$ cat config.mk
export PLATFORM = sky130hd
export DESIGN_NAME = drum_step_sequencer
export DESIGN_NICKNAME = d
export VERILOG_FILES = /design/src/hw/rtl/dss_pkg.sv /design/src/hw/rtl/drum_step_sequencer.sv /design/src/hw/rtl/dss_ram.sv /design/src/hw/rtl/dss_queue.sv /design/src/hw/rtl/dss_front.sv /design/src/hw/rtl/dss_back.sv
export SDC_FILE = /design/constraint.sdc
export NUM_CORES = 2
export LEC_CHECK = 0
export BUFFER_PORTS_ARGS = -buffer_cell sky130_fd_sc_hd__buf_2
export CAP_MARGIN = 5
export CORE_ASPECT_RATIO = 0.8
export CORE_UTILIZATION = 45
export DETAILED_ROUTE_END_ITERATION = 10
export PLACE_DENSITY = 0.65
export SLEW_MARGIN = 20
export SYNTH_ARGS = -nofsm -noshare
export SYNTH_HDL_FRONTEND = slang
export SYNTH_HIERARCHICAL = 1
export SYNTH_SLANG_ARGS = --single-unit
export TNS_END_PERCENT = 50
$ cat constraint.sdc
create_clock -name clk -period 7.41 [get_ports clk]
set_input_delay 0.3705 -clock clk [delete_from_list [all_inputs] [get_ports clk]]
set_output_delay 0.3705 -clock clk [all_outputs]
set_load 0.02 [all_outputs]
$ cat src/hw/rtl/dss_pkg.sv
// ----------------------------------------------------------------------------
// dss_pkg
// Shared types and constants of the drum step sequencer.
// ----------------------------------------------------------------------------
package dss_pkg;

	localparam int unsigned IN_TDATA_W  = 40;
	localparam int unsigned OUT_TDATA_W = 40;
	localparam int unsigned QDEPTH      = 2;
	localparam int unsigned QAW         = 1;
	localparam int unsigned MAX_OUT     = 8;
	localparam int unsigned NOTE_TRACKS = 8;

	typedef enum logic [1:0] {
		CMD_BUTTON,
		CMD_ROTARY,
		CMD_TICK,
		CMD_MIDI
	} cmd_t;

	typedef enum logic [2:0] {
		KIND_KEY,
		KIND_MODE,
		KIND_TRACK,
		KIND_TICK,
		KIND_MIDI
	} kind_t;

	localparam logic [4:0] BTN_FIRST_STEP = 5'd1;
	localparam logic [4:0] BTN_LAST_STEP  = 5'd16;
	localparam logic [4:0] BTN_FIRST_LEN  = 5'd9;
	localparam logic [4:0] BTN_CLEAR      = 5'd20;
	localparam logic [4:0] KNOB_MODE      = 5'd1;
	localparam logic [4:0] KNOB_TRACK     = 5'd2;
	localparam logic [2:0] CONFIG_POS     = 3'd7;

	localparam logic [1:0] ST_OFF    = 2'd0;
	localparam logic [1:0] ST_ON     = 2'd1;
	localparam logic [1:0] ST_ACCENT = 2'd2;

	localparam logic [7:0] MIDI_STATUS_MASK = 8'hF0;
	localparam logic [7:0] MIDI_NOTE_ON     = 8'h90;
	localparam logic [6:0] VEL_ACCENT       = 7'd127;
	localparam logic [6:0] VEL_NORMAL       = 7'd100;

	localparam logic REG_TRACK_COUNT = 1'b0;
	localparam logic REG_TRACK_NOTES = 1'b1;

	localparam logic [3:0]  TRACK_COUNT_RESET = 4'd8;
	localparam logic [16:0] PULSE_RESET       = 17'd1000;

	localparam logic [16:0] PULSE_TABLE [8] = '{
		17'd1000, 17'd2000, 17'd3000, 17'd5000,
		17'd10000, 17'd20000, 17'd50000, 17'd100000
	};

	typedef struct packed {
		kind_t      kind;
		logic [4:0] button;
		logic [2:0] knob;
		logic [3:0] step;
		logic       fill;
		logic       accent_key;
		logic       option_key;
		logic [6:0] note;
		logic       vel_max;
	} evt_t;

	typedef struct packed {
		logic [2:0]  fire_track;
		logic        accent_pulse;
		logic        send_note;
		logic [6:0]  note_number;
		logic [6:0]  note_velocity;
		logic [16:0] pulse_micros;
		logic        last_of_run;
	} res_t;

endpackage

$ cat src/hw/rtl/drum_step_sequencer.sv
// ----------------------------------------------------------------------------
// drum_step_sequencer
// Event driven drum step sequencer with pattern store, edit keys and triggers.
// ----------------------------------------------------------------------------
// Items enter a two-entry queue and are executed one at a time. A step tick
// reads one pattern row per cycle from the pattern store while the result
// side does not stall; a step key press goes through pop, row read, modify and
// write, every other item through pop and execute. A result waits in an
// output register while the next item is accepted. The pattern store keeps
// one valid flag per row, cleared at reset, so it is usable straight after
// reset and a clear-track press needs no pass over the row.
// Results: one per firing track or MIDI hit; tlast marks an item's last one.
module drum_step_sequencer
	import dss_pkg::*;
#(
	parameter int unsigned TRACKS   = 8,
	parameter int unsigned PATTERNS = 8,
	parameter int unsigned STEPS    = 16
) (
	input  logic                   clk,
	input  logic                   arst_n,
	input  logic                   cfg_we,
	input  logic                   cfg_index,
	input  logic [55:0]            cfg_data,
	input  logic                   s_tvalid,
	output logic                   s_tready,
	// button, knob_value, step_index, fill_held, accent_held, option_key_held,
	// midi_status, midi_note, midi_velocity, zero padding
	input  logic [IN_TDATA_W-1:0]  s_tdata,
	// command
	input  logic [1:0]             s_tuser,
	output logic                   m_tvalid,
	input  logic                   m_tready,
	// fire_track, accent_pulse, send_note, note_number, note_velocity,
	// pulse_micros, zero padding
	output logic [OUT_TDATA_W-1:0] m_tdata,
	output logic                   m_tlast
);

	logic push;
	evt_t push_data;
	logic full;
	logic q_valid;
	evt_t q_entry;
	logic q_pop;
	res_t res;

	dss_front #(
		.STEPS(STEPS)
	) u_front (
		.s_tvalid (s_tvalid),
		.s_tready (s_tready),
		.s_tdata  (s_tdata),
		.s_tuser  (s_tuser),
		.push     (push),
		.push_data(push_data),
		.full     (full)
	);

	dss_queue u_queue (
		.clk      (clk),
		.arst_n   (arst_n),
		.push     (push),
		.push_data(push_data),
		.full     (full),
		.valid    (q_valid),
		.data     (q_entry),
		.pop      (q_pop)
	);

	dss_back #(
		.TRACKS  (TRACKS),
		.PATTERNS(PATTERNS),
		.STEPS   (STEPS)
	) u_back (
		.clk      (clk),
		.arst_n   (arst_n),
		.cfg_we   (cfg_we),
		.cfg_index(cfg_index),
		.cfg_data (cfg_data),
		.q_valid  (q_valid),
		.q_entry  (q_entry),
		.q_pop    (q_pop),
		.res_valid(m_tvalid),
		.res_ready(m_tready),
		.res      (res)
	);

	assign m_tdata = {4'b0000, res.pulse_micros, res.note_velocity, res.note_number,
		res.send_note, res.accent_pulse, res.fire_track};
	assign m_tlast = res.last_of_run;

endmodule

$ cat src/hw/rtl/dss_ram.sv
// ----------------------------------------------------------------------------
// dss_ram
// Generic single write, single read RAM with registered read data.
// ----------------------------------------------------------------------------
module dss_ram #(
	parameter int unsigned WIDTH = 32,
	parameter int unsigned DEPTH = 64,
	localparam int unsigned AW = (DEPTH > 1) ? $clog2(DEPTH) : 1
) (
	input  logic             clk,
	input  logic             we,
	input  logic [AW-1:0]    waddr,
	input  logic [WIDTH-1:0] wdata,
	input  logic             re,
	input  logic [AW-1:0]    raddr,
	output logic [WIDTH-1:0] rdata
);

	logic [WIDTH-1:0] mem_q [DEPTH];
	logic [WIDTH-1:0] rdata_q;

	always_ff @(posedge clk) begin
		if (we) begin
			mem_q[waddr] <= wdata;
		end
		if (re) begin
			rdata_q <= mem_q[raddr];
		end
	end

	assign rdata = rdata_q;

endmodule

$ cat src/hw/rtl/dss_queue.sv
// ----------------------------------------------------------------------------
// dss_queue
// Two-entry event queue between the front and back halves.
// ----------------------------------------------------------------------------
module dss_queue
	import dss_pkg::*;
(
	input  logic clk,
	input  logic arst_n,
	input  logic push,
	input  evt_t push_data,
	output logic full,
	output logic valid,
	output evt_t data,
	input  logic pop
);

	evt_t           slot_q [QDEPTH];
	logic [QAW-1:0] wr_ptr_q;
	logic [QAW-1:0] rd_ptr_q;
	logic [QAW:0]   count_q;
	logic           do_push;
	logic           do_pop;

	assign full    = (count_q == (QAW+1)'(QDEPTH));
	assign valid   = (count_q != '0);
	assign data    = slot_q[rd_ptr_q];
	assign do_push = push && !full;
	assign do_pop  = pop && valid;

	always_ff @(posedge clk) begin
		if (do_push) begin
			slot_q[wr_ptr_q] <= push_data;
		end
	end

	always_ff @(posedge clk or negedge arst_n) begin
		if (!arst_n) begin
			wr_ptr_q <= '0;
			rd_ptr_q <= '0;
			count_q  <= '0;
		end else begin
			if (do_push) begin
				wr_ptr_q <= wr_ptr_q + 1'b1;
			end
			if (do_pop) begin
				rd_ptr_q <= rd_ptr_q + 1'b1;
			end
			if (do_push && !do_pop) begin
				count_q <= count_q + 1'b1;
			end else if (do_pop && !do_push) begin
				count_q <= count_q - 1'b1;
			end
		end
	end

endmodule

$ cat src/hw/rtl/dss_front.sv
// ----------------------------------------------------------------------------
// dss_front
// Input side: unpack items, classify them and drop those without effect.
// ----------------------------------------------------------------------------
module dss_front
	import dss_pkg::*;
#(
	parameter int unsigned STEPS = 16
) (
	input  logic                  s_tvalid,
	output logic                  s_tready,
	input  logic [IN_TDATA_W-1:0] s_tdata,
	input  logic [1:0]            s_tuser,
	output logic                  push,
	output evt_t                  push_data,
	input  logic                  full
);

	logic [4:0] button;
	logic [3:0] step;
	logic [7:0] status;
	logic [6:0] vel;
	logic       keep;
	evt_t       evt;

	assign button = s_tdata[4:0];
	assign step   = s_tdata[11:8];
	assign status = s_tdata[22:15];
	assign vel    = s_tdata[36:30];

	always_comb begin
		evt            = '0;
		evt.button     = button;
		evt.knob       = s_tdata[7:5];
		evt.step       = step;
		evt.fill       = s_tdata[12];
		evt.accent_key = s_tdata[13];
		evt.option_key = s_tdata[14];
		evt.note       = s_tdata[29:23];
		evt.vel_max    = (vel == VEL_ACCENT);
		evt.kind       = KIND_KEY;
		keep           = 1'b0;
		case (cmd_t'(s_tuser))
			CMD_BUTTON: begin
				evt.kind = KIND_KEY;
				keep = (button >= BTN_FIRST_STEP && button <= BTN_LAST_STEP)
					|| button == BTN_CLEAR;
			end
			CMD_ROTARY: begin
				if (button == KNOB_MODE) begin
					evt.kind = KIND_MODE;
					keep = 1'b1;
				end else if (button == KNOB_TRACK) begin
					evt.kind = KIND_TRACK;
					keep = 1'b1;
				end
			end
			CMD_TICK: begin
				evt.kind = KIND_TICK;
				keep = (int'(step) < STEPS);
			end
			CMD_MIDI: begin
				evt.kind = KIND_MIDI;
				keep = ((status & MIDI_STATUS_MASK) == MIDI_NOTE_ON) && (vel != '0);
			end
			default: begin
				keep = 1'b0;
			end
		endcase
	end

	assign s_tready  = !full;
	assign push      = s_tvalid && !full && keep;
	assign push_data = evt;

endmodule

$ cat src/hw/rtl/dss_back.sv
// ----------------------------------------------------------------------------
// dss_back
// Execution side: pattern store, sequencer state, track scan and results.
// ----------------------------------------------------------------------------
module dss_back
	import dss_pkg::*;
#(
	parameter int unsigned TRACKS   = 8,
	parameter int unsigned PATTERNS = 8,
	parameter int unsigned STEPS    = 16
) (
	input  logic        clk,
	input  logic        arst_n,
	input  logic        cfg_we,
	input  logic        cfg_index,
	input  logic [55:0] cfg_data,
	input  logic        q_valid,
	input  evt_t        q_entry,
	output logic        q_pop,
	output logic        res_valid,
	input  logic        res_ready,
	output res_t        res
);

	localparam int unsigned ROWS = PATTERNS * TRACKS;
	localparam int unsigned AW   = (ROWS > 1) ? $clog2(ROWS) : 1;
	localparam int unsigned PW   = $clog2(PATTERNS);
	localparam int unsigned TW   = (TRACKS > 1) ? $clog2(TRACKS) : 1;
	localparam int unsigned TCW  = $clog2(TRACKS + 1);
	localparam int unsigned RW   = 2 * STEPS;

	typedef enum logic [1:0] {
		S_IDLE,
		S_EXEC,
		S_KEY_WR,
		S_SCAN
	} state_t;

	state_t          state_q;
	evt_t            cur_q;
	logic [3:0]      track_count_q;
	logic [55:0]     track_notes_q;
	logic [PW-1:0]   pattern_q;
	logic [TW-1:0]   edit_q;
	logic            cfg_mode_q;
	logic [16:0]     pulse_q;
	logic            row_ok_q [ROWS];
	logic [TCW-1:0]  rd_t_q;
	logic            ev_v_s1;
	logic [TW-1:0]   ev_t_s1;
	logic            ok_s1;
	logic            pend_v_q;
	logic [TW-1:0]   pend_t_q;
	logic            pend_acc_q;
	logic [3:0]      fire_cnt_q;
	logic            out_v_q;
	res_t            out_q;

	logic [TCW-1:0]  n;
	logic [PW-1:0]   pat;
	logic [3:0]      key_s;
	logic            key_step_ok;
	logic [AW-1:0]   key_addr;
	logic [AW-1:0]   scan_addr;
	logic [AW-1:0]   rd_addr;
	logic [RW-1:0]   rdata;
	logic [RW-1:0]   row;
	logic [RW-1:0]   new_row;
	logic [1:0]      tick_st;
	logic [1:0]      key_cur;
	logic [1:0]      key_new;
	logic            fire;
	logic            out_free;
	logic            stall;
	logic            issue;
	logic            scan_end;
	logic            midi_hit;
	logic [2:0]      midi_t;
	logic            ram_re;
	logic            ram_we;
	logic [6:0]      pend_note;
	logic            out_load;
	res_t            out_d;

	function automatic logic [6:0] note_of(input logic [55:0] notes, input logic [2:0] idx);
		return notes[7*idx +: 7];
	endfunction

	function automatic res_t make_res(input logic [2:0] trk, input logic acc,
			input logic [6:0] note, input logic [16:0] pulse, input logic last);
		res_t r;
		r.fire_track    = trk;
		r.accent_pulse  = acc;
		r.send_note     = (note != '0);
		r.note_number   = note;
		r.note_velocity = (note == '0) ? '0 : (acc ? VEL_ACCENT : VEL_NORMAL);
		r.pulse_micros  = pulse;
		r.last_of_run   = last;
		return r;
	endfunction

	dss_ram #(
		.WIDTH(RW),
		.DEPTH(ROWS)
	) u_rows (
		.clk  (clk),
		.we   (ram_we),
		.waddr(key_addr),
		.wdata(new_row),
		.re   (ram_re),
		.raddr(rd_addr),
		.rdata(rdata)
	);

	always_comb begin
		if (int'(track_count_q) > TRACKS) begin
			n = TCW'(TRACKS);
		end else begin
			n = TCW'(track_count_q);
		end
	end

	assign pat         = cur_q.fill ? PW'(PATTERNS - 1) : pattern_q;
	assign key_s       = 4'(cur_q.button - BTN_FIRST_STEP);
	assign key_step_ok = cur_q.button >= BTN_FIRST_STEP && cur_q.button <= BTN_LAST_STEP
		&& int'(key_s) < STEPS;
	assign key_addr    = AW'(int'(pat) * TRACKS + int'(edit_q));
	assign scan_addr   = AW'(int'(pat) * TRACKS + int'(rd_t_q));
	assign rd_addr     = (state_q == S_SCAN) ? scan_addr : key_addr;

	assign row     = ok_s1 ? rdata : '0;
	assign tick_st = row[2*cur_q.step +: 2];
	assign key_cur = row[2*key_s +: 2];

	always_comb begin
		if (cur_q.accent_key) begin
			key_new = (key_cur == ST_ACCENT) ? ST_ON : ST_ACCENT;
		end else begin
			key_new = (key_cur == ST_OFF) ? ST_ON : ST_OFF;
		end
		new_row = (row & ~(RW'(3) << (2*key_s))) | (RW'(key_new) << (2*key_s));
	end

	assign out_free = !out_v_q || res_ready;
	assign fire     = (state_q == S_SCAN) && ev_v_s1 && (tick_st != ST_OFF)
		&& (fire_cnt_q < 4'(MAX_OUT));
	assign stall    = fire && pend_v_q && !out_free;
	assign issue    = (state_q == S_SCAN) && !stall && (rd_t_q < n);
	assign scan_end = (state_q == S_SCAN) && !ev_v_s1 && (rd_t_q >= n);

	always_comb begin
		midi_hit = 1'b0;
		midi_t   = '0;
		for (int i = NOTE_TRACKS - 1; i >= 0; i--) begin
			if (i < int'(n) && note_of(track_notes_q, 3'(i)) != '0
					&& note_of(track_notes_q, 3'(i)) == cur_q.note) begin
				midi_hit = 1'b1;
				midi_t   = 3'(i);
			end
		end
	end

	assign pend_note = (int'(pend_t_q) < NOTE_TRACKS) ?
		note_of(track_notes_q, 3'(pend_t_q)) : '0;

	assign ram_re = issue || (state_q == S_EXEC && cur_q.kind == KIND_KEY
		&& !cfg_mode_q && key_step_ok);
	assign ram_we = (state_q == S_KEY_WR);
	assign q_pop  = (state_q == S_IDLE) && q_valid;

	always_comb begin
		out_load = 1'b0;
		out_d    = make_res(3'(pend_t_q), pend_acc_q, pend_note, pulse_q, 1'b0);
		if (state_q == S_SCAN) begin
			if (fire && pend_v_q && out_free) begin
				out_load = 1'b1;
			end else if (scan_end && pend_v_q && out_free) begin
				out_load = 1'b1;
				out_d    = make_res(3'(pend_t_q), pend_acc_q, pend_note, pulse_q, 1'b1);
			end
		end else if (state_q == S_EXEC && cur_q.kind == KIND_MIDI && midi_hit && out_free) begin
			out_load = 1'b1;
			out_d    = make_res(midi_t, cur_q.vel_max, '0, pulse_q, 1'b1);
		end
	end

	always_ff @(posedge clk) begin
		if (q_pop) begin
			cur_q <= q_entry;
		end
		if (out_load) begin
			out_q <= out_d;
		end
	end

	always_ff @(posedge clk or negedge arst_n) begin
		if (!arst_n) begin
			state_q       <= S_IDLE;
			track_count_q <= TRACK_COUNT_RESET;
			track_notes_q <= '0;
			pattern_q     <= '0;
			edit_q        <= '0;
			cfg_mode_q    <= 1'b0;
			pulse_q       <= PULSE_RESET;
			for (int r = 0; r < ROWS; r++) begin
				row_ok_q[r] <= 1'b0;
			end
			rd_t_q        <= '0;
			ev_v_s1       <= 1'b0;
			ev_t_s1       <= '0;
			ok_s1         <= 1'b0;
			pend_v_q      <= 1'b0;
			pend_t_q      <= '0;
			pend_acc_q    <= 1'b0;
			fire_cnt_q    <= '0;
			out_v_q       <= 1'b0;
		end else begin
			if (cfg_we) begin
				if (cfg_index == REG_TRACK_COUNT) begin
					track_count_q <= cfg_data[3:0];
				end else begin
					track_notes_q <= cfg_data;
				end
			end

			if (out_load) begin
				out_v_q <= 1'b1;
			end else if (res_ready) begin
				out_v_q <= 1'b0;
			end

			case (state_q)
				S_IDLE: begin
					if (q_valid) begin
						state_q <= S_EXEC;
					end
				end
				S_EXEC: begin
					state_q <= S_IDLE;
					case (cur_q.kind)
						KIND_KEY: begin
							if (cfg_mode_q) begin
								if (cur_q.option_key && cur_q.button >= BTN_FIRST_LEN
										&& cur_q.button <= BTN_LAST_STEP) begin
									pulse_q <= PULSE_TABLE[3'(cur_q.button - BTN_FIRST_LEN)];
								end
							end else if (key_step_ok) begin
								ok_s1   <= row_ok_q[key_addr];
								state_q <= S_KEY_WR;
							end else if (cur_q.button == BTN_CLEAR) begin
								row_ok_q[key_addr] <= 1'b0;
							end
						end
						KIND_MODE: begin
							if (cur_q.knob == CONFIG_POS) begin
								cfg_mode_q <= 1'b1;
							end else begin
								cfg_mode_q <= 1'b0;
								if (int'(cur_q.knob) < PATTERNS) begin
									pattern_q <= PW'(cur_q.knob);
								end else begin
									pattern_q <= PW'(PATTERNS - 1);
								end
							end
						end
						KIND_TRACK: begin
							if (int'(cur_q.knob) < int'(n)) begin
								edit_q <= TW'(cur_q.knob);
							end else if (n != '0) begin
								edit_q <= TW'(n - 1'b1);
							end else begin
								edit_q <= '0;
							end
						end
						KIND_TICK: begin
							rd_t_q     <= '0;
							ev_v_s1    <= 1'b0;
							pend_v_q   <= 1'b0;
							fire_cnt_q <= '0;
							state_q    <= S_SCAN;
						end
						KIND_MIDI: begin
							if (midi_hit && !out_free) begin
								state_q <= S_EXEC;
							end
						end
						default: begin
							state_q <= S_IDLE;
						end
					endcase
				end
				S_KEY_WR: begin
					row_ok_q[key_addr] <= 1'b1;
					state_q            <= S_IDLE;
				end
				S_SCAN: begin
					if (!stall) begin
						if (fire) begin
							pend_v_q   <= 1'b1;
							pend_t_q   <= ev_t_s1;
							pend_acc_q <= (tick_st == ST_ACCENT);
							fire_cnt_q <= fire_cnt_q + 1'b1;
						end
						ev_v_s1 <= issue;
						if (issue) begin
							ev_t_s1 <= TW'(rd_t_q);
							ok_s1   <= row_ok_q[scan_addr];
							rd_t_q  <= rd_t_q + 1'b1;
						end
					end
					if (scan_end && (!pend_v_q || out_free)) begin
						state_q <= S_IDLE;
					end
				end
				default: begin
					state_q <= S_IDLE;
				end
			endcase
		end
	end

	assign res_valid = out_v_q;
	assign res       = out_q;

endmodule
==> out/qor.yml <==
status: "completed"
end_of_the_worst_register_to_register_path: "u_back/u_rows/mem_q[49][17]"
drt_iter0_drc: 6273
syn_to_final_growth_pct: 13.6
power_leakage_nw: 34.5
timing.hold.worst_endpoint: "u_back/res_valid"
worst_setup_hold_path_clk_slew_ps: 60
worstRegToRegCells: 12
grt_pass1_vias: 49000
vdd_drop_max_v: 0.000315
place.gp.congestion: 0.891
synth.avg_cell_area_sq_um: 19.5
overflow: 0
number_of_enable_type_register_cells_in_the_synthesized_netlist: 2185
worstSetupPathType: "reg -> reg"
cts.htree.levels: 4
yosys-top-cells-area: "sky130_fd_sc_hd__edfxtp_1 69%, sky130_fd_sc_hd__mux4_2 12%, sky130_fd_sc_hd__dfrtp_1 4.3%"
drv_slew: 0
timing.final.hold_violations: 0
fp-row-count: 149
placeableCoreArea_sq_um: 207000
synthFlopType: "sky130_fd_sc_hd__edfxtp_1"
reg2reg_slack_ps: 1570
vias_after_detailed_routing: 50300
power_per_cell_area_nw_per_um2: 393
fin_crit_ps: 5840
layout-drive-gt1-share: 0.255
die-area_sq_um: 212000
cts-root-buf: "sky130_fd_sc_hd__clkbuf_16"
drv_cap: 0
setup_viol: 0
timing.final.crit_share: 0.788
clock_sink_count: 2354
netlist.area_leader.share: 0.695
min_delay_path_depth: 3
slew_headroom: 0.199
timing.fmax_mhz: 171
tns_ps: 0
tritoncts: "yes"
detailed_place_hpwl_microns: 148000
ys_async_sr_fraction: 0.0718
wirelength_microns: 253000
postSynthCellCount: 4832
wl_per_cell_microns: 31.1
maximum_number_of_pins_on_one_net_before_global_route_repair: 97
cts-buffers-inserted: 215
final.setup_skew_ps: 49.4
dieHeight_microns: 412
grt_first_pass_wirelength_microns: 359000
biggest_area_consumer_among_synthesized_cells: "sky130_fd_sc_hd__edfxtp_1"
worst_hold_slack_ps: 124
worstMarginPinSlew_ps: 1200
drc: 0
ys.warnings.count: 6
synth_cell_types: 81
worstHoldPathType: "in -> reg"
mostFrequentLayoutCell: "sky130_fd_sc_hd__edfxtp_1"
starting_density: 0.455
share_of_synthesized_area_occupied_by_flip_flops_and_latches: 0.740
crit_arrival_ps: 6430
post_synth_instance_area_sq_um: 94400
layout_common_cells: "2,185 x sky130_fd_sc_hd__edfxtp_1, 485 x sky130_fd_sc_hd__mux4_2, 237 x sky130_fd_sc_hd__mux2i_1"
cp.required_ps: 8000
end_kind: "flop"
layout.core_utilization: 0.517
boundaryPins: 147
grt_antenna_before_repair: 10
worstSetupStartpointType: "flop"
n_fill_cell: 16300
pre_cts_slack_ps: 1610
final_nets: 5272
postSynthRegisterBits: 2354
timing.final.ws_setup_ps: 1570
insertion_delay_ps: 860
post_cts_resized: 0
unrepaired_setup_endpoints_after_global_routing: "no"
min-delay-start: "m_tready"
detailedRoute.firstPassIterationCount: 6
portBuffers: 131
final_antenna_net_count: 0
die_width_microns: 514
worst_r2r_startpoint: "u_back/cur_q[18]"
route.detailed.vias_per_inst: 6.19
ctsLongestPathBuffers: 3
critical_path_peak_fanout: 33
grt_usage: 0.238
-- how the worst max path moves through the flow --
stage                                       end  slack, ps             start  depth (start not counted)
floorplan            u_back/u_rows/mem_q[0][21]       1450  u_back/cur_q[18]                         13
global placement    u_back/u_rows/mem_q[50][17]       1760  u_back/cur_q[18]                         12
detailed placement  u_back/u_rows/mem_q[53][17]       1610  u_back/cur_q[18]                         12
CTS                 u_back/u_rows/mem_q[25][17]       1580  u_back/cur_q[18]                         12
global route        u_back/u_rows/mem_q[53][17]       1210  u_back/cur_q[18]                         12
finish              u_back/u_rows/mem_q[49][17]       1570  u_back/cur_q[18]                         12
-- kinds of logic (layout without fill, tap and decap cells) --
group                      after synthesis  after routing  synth area share
DFF                                   2354           2354             0.740
AOI/OAI and AO/OA                      658            658            0.0475
buffers and inverters                  354            849            0.0218
muxes                                  833            833             0.155
xor gates and xnor gates                59             59           0.00555
other                                    3             13          0.000119
and+or+nand+nor                        552            552            0.0279
adders and majority gates               19             19           0.00252
-- metrics by stage --
stage                     power, mW  area, sq um  instances
after floorplan                26.0        94400       4837
after detailed placement       31.3        99400       7630
final                          42.2       107000       8130
after global placement         31.0        99300       7625
after global routing           43.6       107000       8125
after CTS                      42.1       107000       8120
-- registers in the layout (all words and copies together), names as in the netlist, named ones only --
| signal | flops |
|---|---|
| u_back/u_rows/mem_q | 2048 |
| u_back/track_notes_q | 56 |
| u_queue/slot_q | 52 |
| u_back/u_rows/rdata | 32 |
| u_back/res | 27 |
| u_back/cur_q | 26 |
| u_back/pulse_q | 13 |
| u_back/fire_cnt_q | 4 |
| u_back/rd_t_q | 4 |
| u_back/track_count_q | 4 |
| u_back/edit_q | 3 |
| u_back/ev_t_s1 | 3 |
| u_back/pattern_q | 3 |
| u_back/pend_t_q | 3 |
| u_back/state_q | 2 |
| u_queue/count_q | 2 |
| u_back/cfg_mode_q | 1 |
| u_back/ev_v_s1 | 1 |
| u_back/ok_s1 | 1 |
| u_back/pend_acc_q | 1 |
| u_back/pend_v_q | 1 |
| u_back/res_valid | 1 |
| u_queue/rd_ptr_q | 1 |
| u_queue/wr_ptr_q | 1 |
-- where the power goes --
group	total, mW	internal, mW	leakage [nW]	switching, mW
Clock	10.8	5.95	3.33	4.86
Sequential	17.4	16.9	22.2	0.576
Combinational	13.9	4.72	8.94	9.19
Total	42.2	27.5	34.5	14.6
-- cell usage after synthesis, drive strengths merged (11+ instances only) --
master,count
o22a,15
edfxtp,2185
o31ai,40
a21oi,70
mux2i,237
o221ai,19
nor2,144
nand2,176
nor2b,25
or2,11
o21ai,149
a2111oi,12
a22oi,130
clkbuf,120
a211o,11
buf,194
a211oi,26
dfrtp,163
mux2,111
nand3,73
mux4,485
nand2b,20
a22o,14
inv,37
a311o,13
nor3,26
a31oi,31
ha,19
o22ai,52
o211ai,27
xor2,52
-- repair_timing --
item | in CTS | in global routing
setup buffers | 0 | 0
endpoints found under the setup margin | 0 | 0
hold buffers | 90 | 0
hold endpoints to repair | 202 | 0
-- layer usage --
metal / GRT usage / vias up / wire length, microns
met5: 0 / - / 63
met3: 0.0638 / 392 / 30000
met1: 0.356 / 26700 / 105000
met2: 0.344 / 2721 / 111000
li1: - / 20500 / -
met4: 0.0666 / 10 / 6610
-- worst max-delay path: stages (launching register included) --
cell and delay, ps:
sky130_fd_sc_hd__edfxtp_1 940, sky130_fd_sc_hd__inv_1 330, sky130_fd_sc_hd__ha_1 370, sky130_fd_sc_hd__inv_1 100, sky130_fd_sc_hd__ha_1 410, sky130_fd_sc_hd__inv_1 310, sky130_fd_sc_hd__nor2_1 270, sky130_fd_sc_hd__a21oi_1 120
sky130_fd_sc_hd__a41oi_2 240, sky130_fd_sc_hd__or2_2 150, sky130_fd_sc_hd__nand3_1 640, sky130_fd_sc_hd__o22ai_4 1090, sky130_fd_sc_hd__buf_4 520
-- final cells by class --
cell class,instances,area [sq um],area share
Antenna cell,5,12.5,0.000117
Clock inverter,128,1110,0.0103
Clock buffer,272,5710,0.0532
Multi-Input combinational cell,2129,23500,0.219
Sequential cell,2354,69800,0.651
Inverter,40,150,0.00140
Timing Repair Buffer,409,3370,0.0314
Tap cell,2793,3490,0.0326
Power figures use the tool's default switching activity.
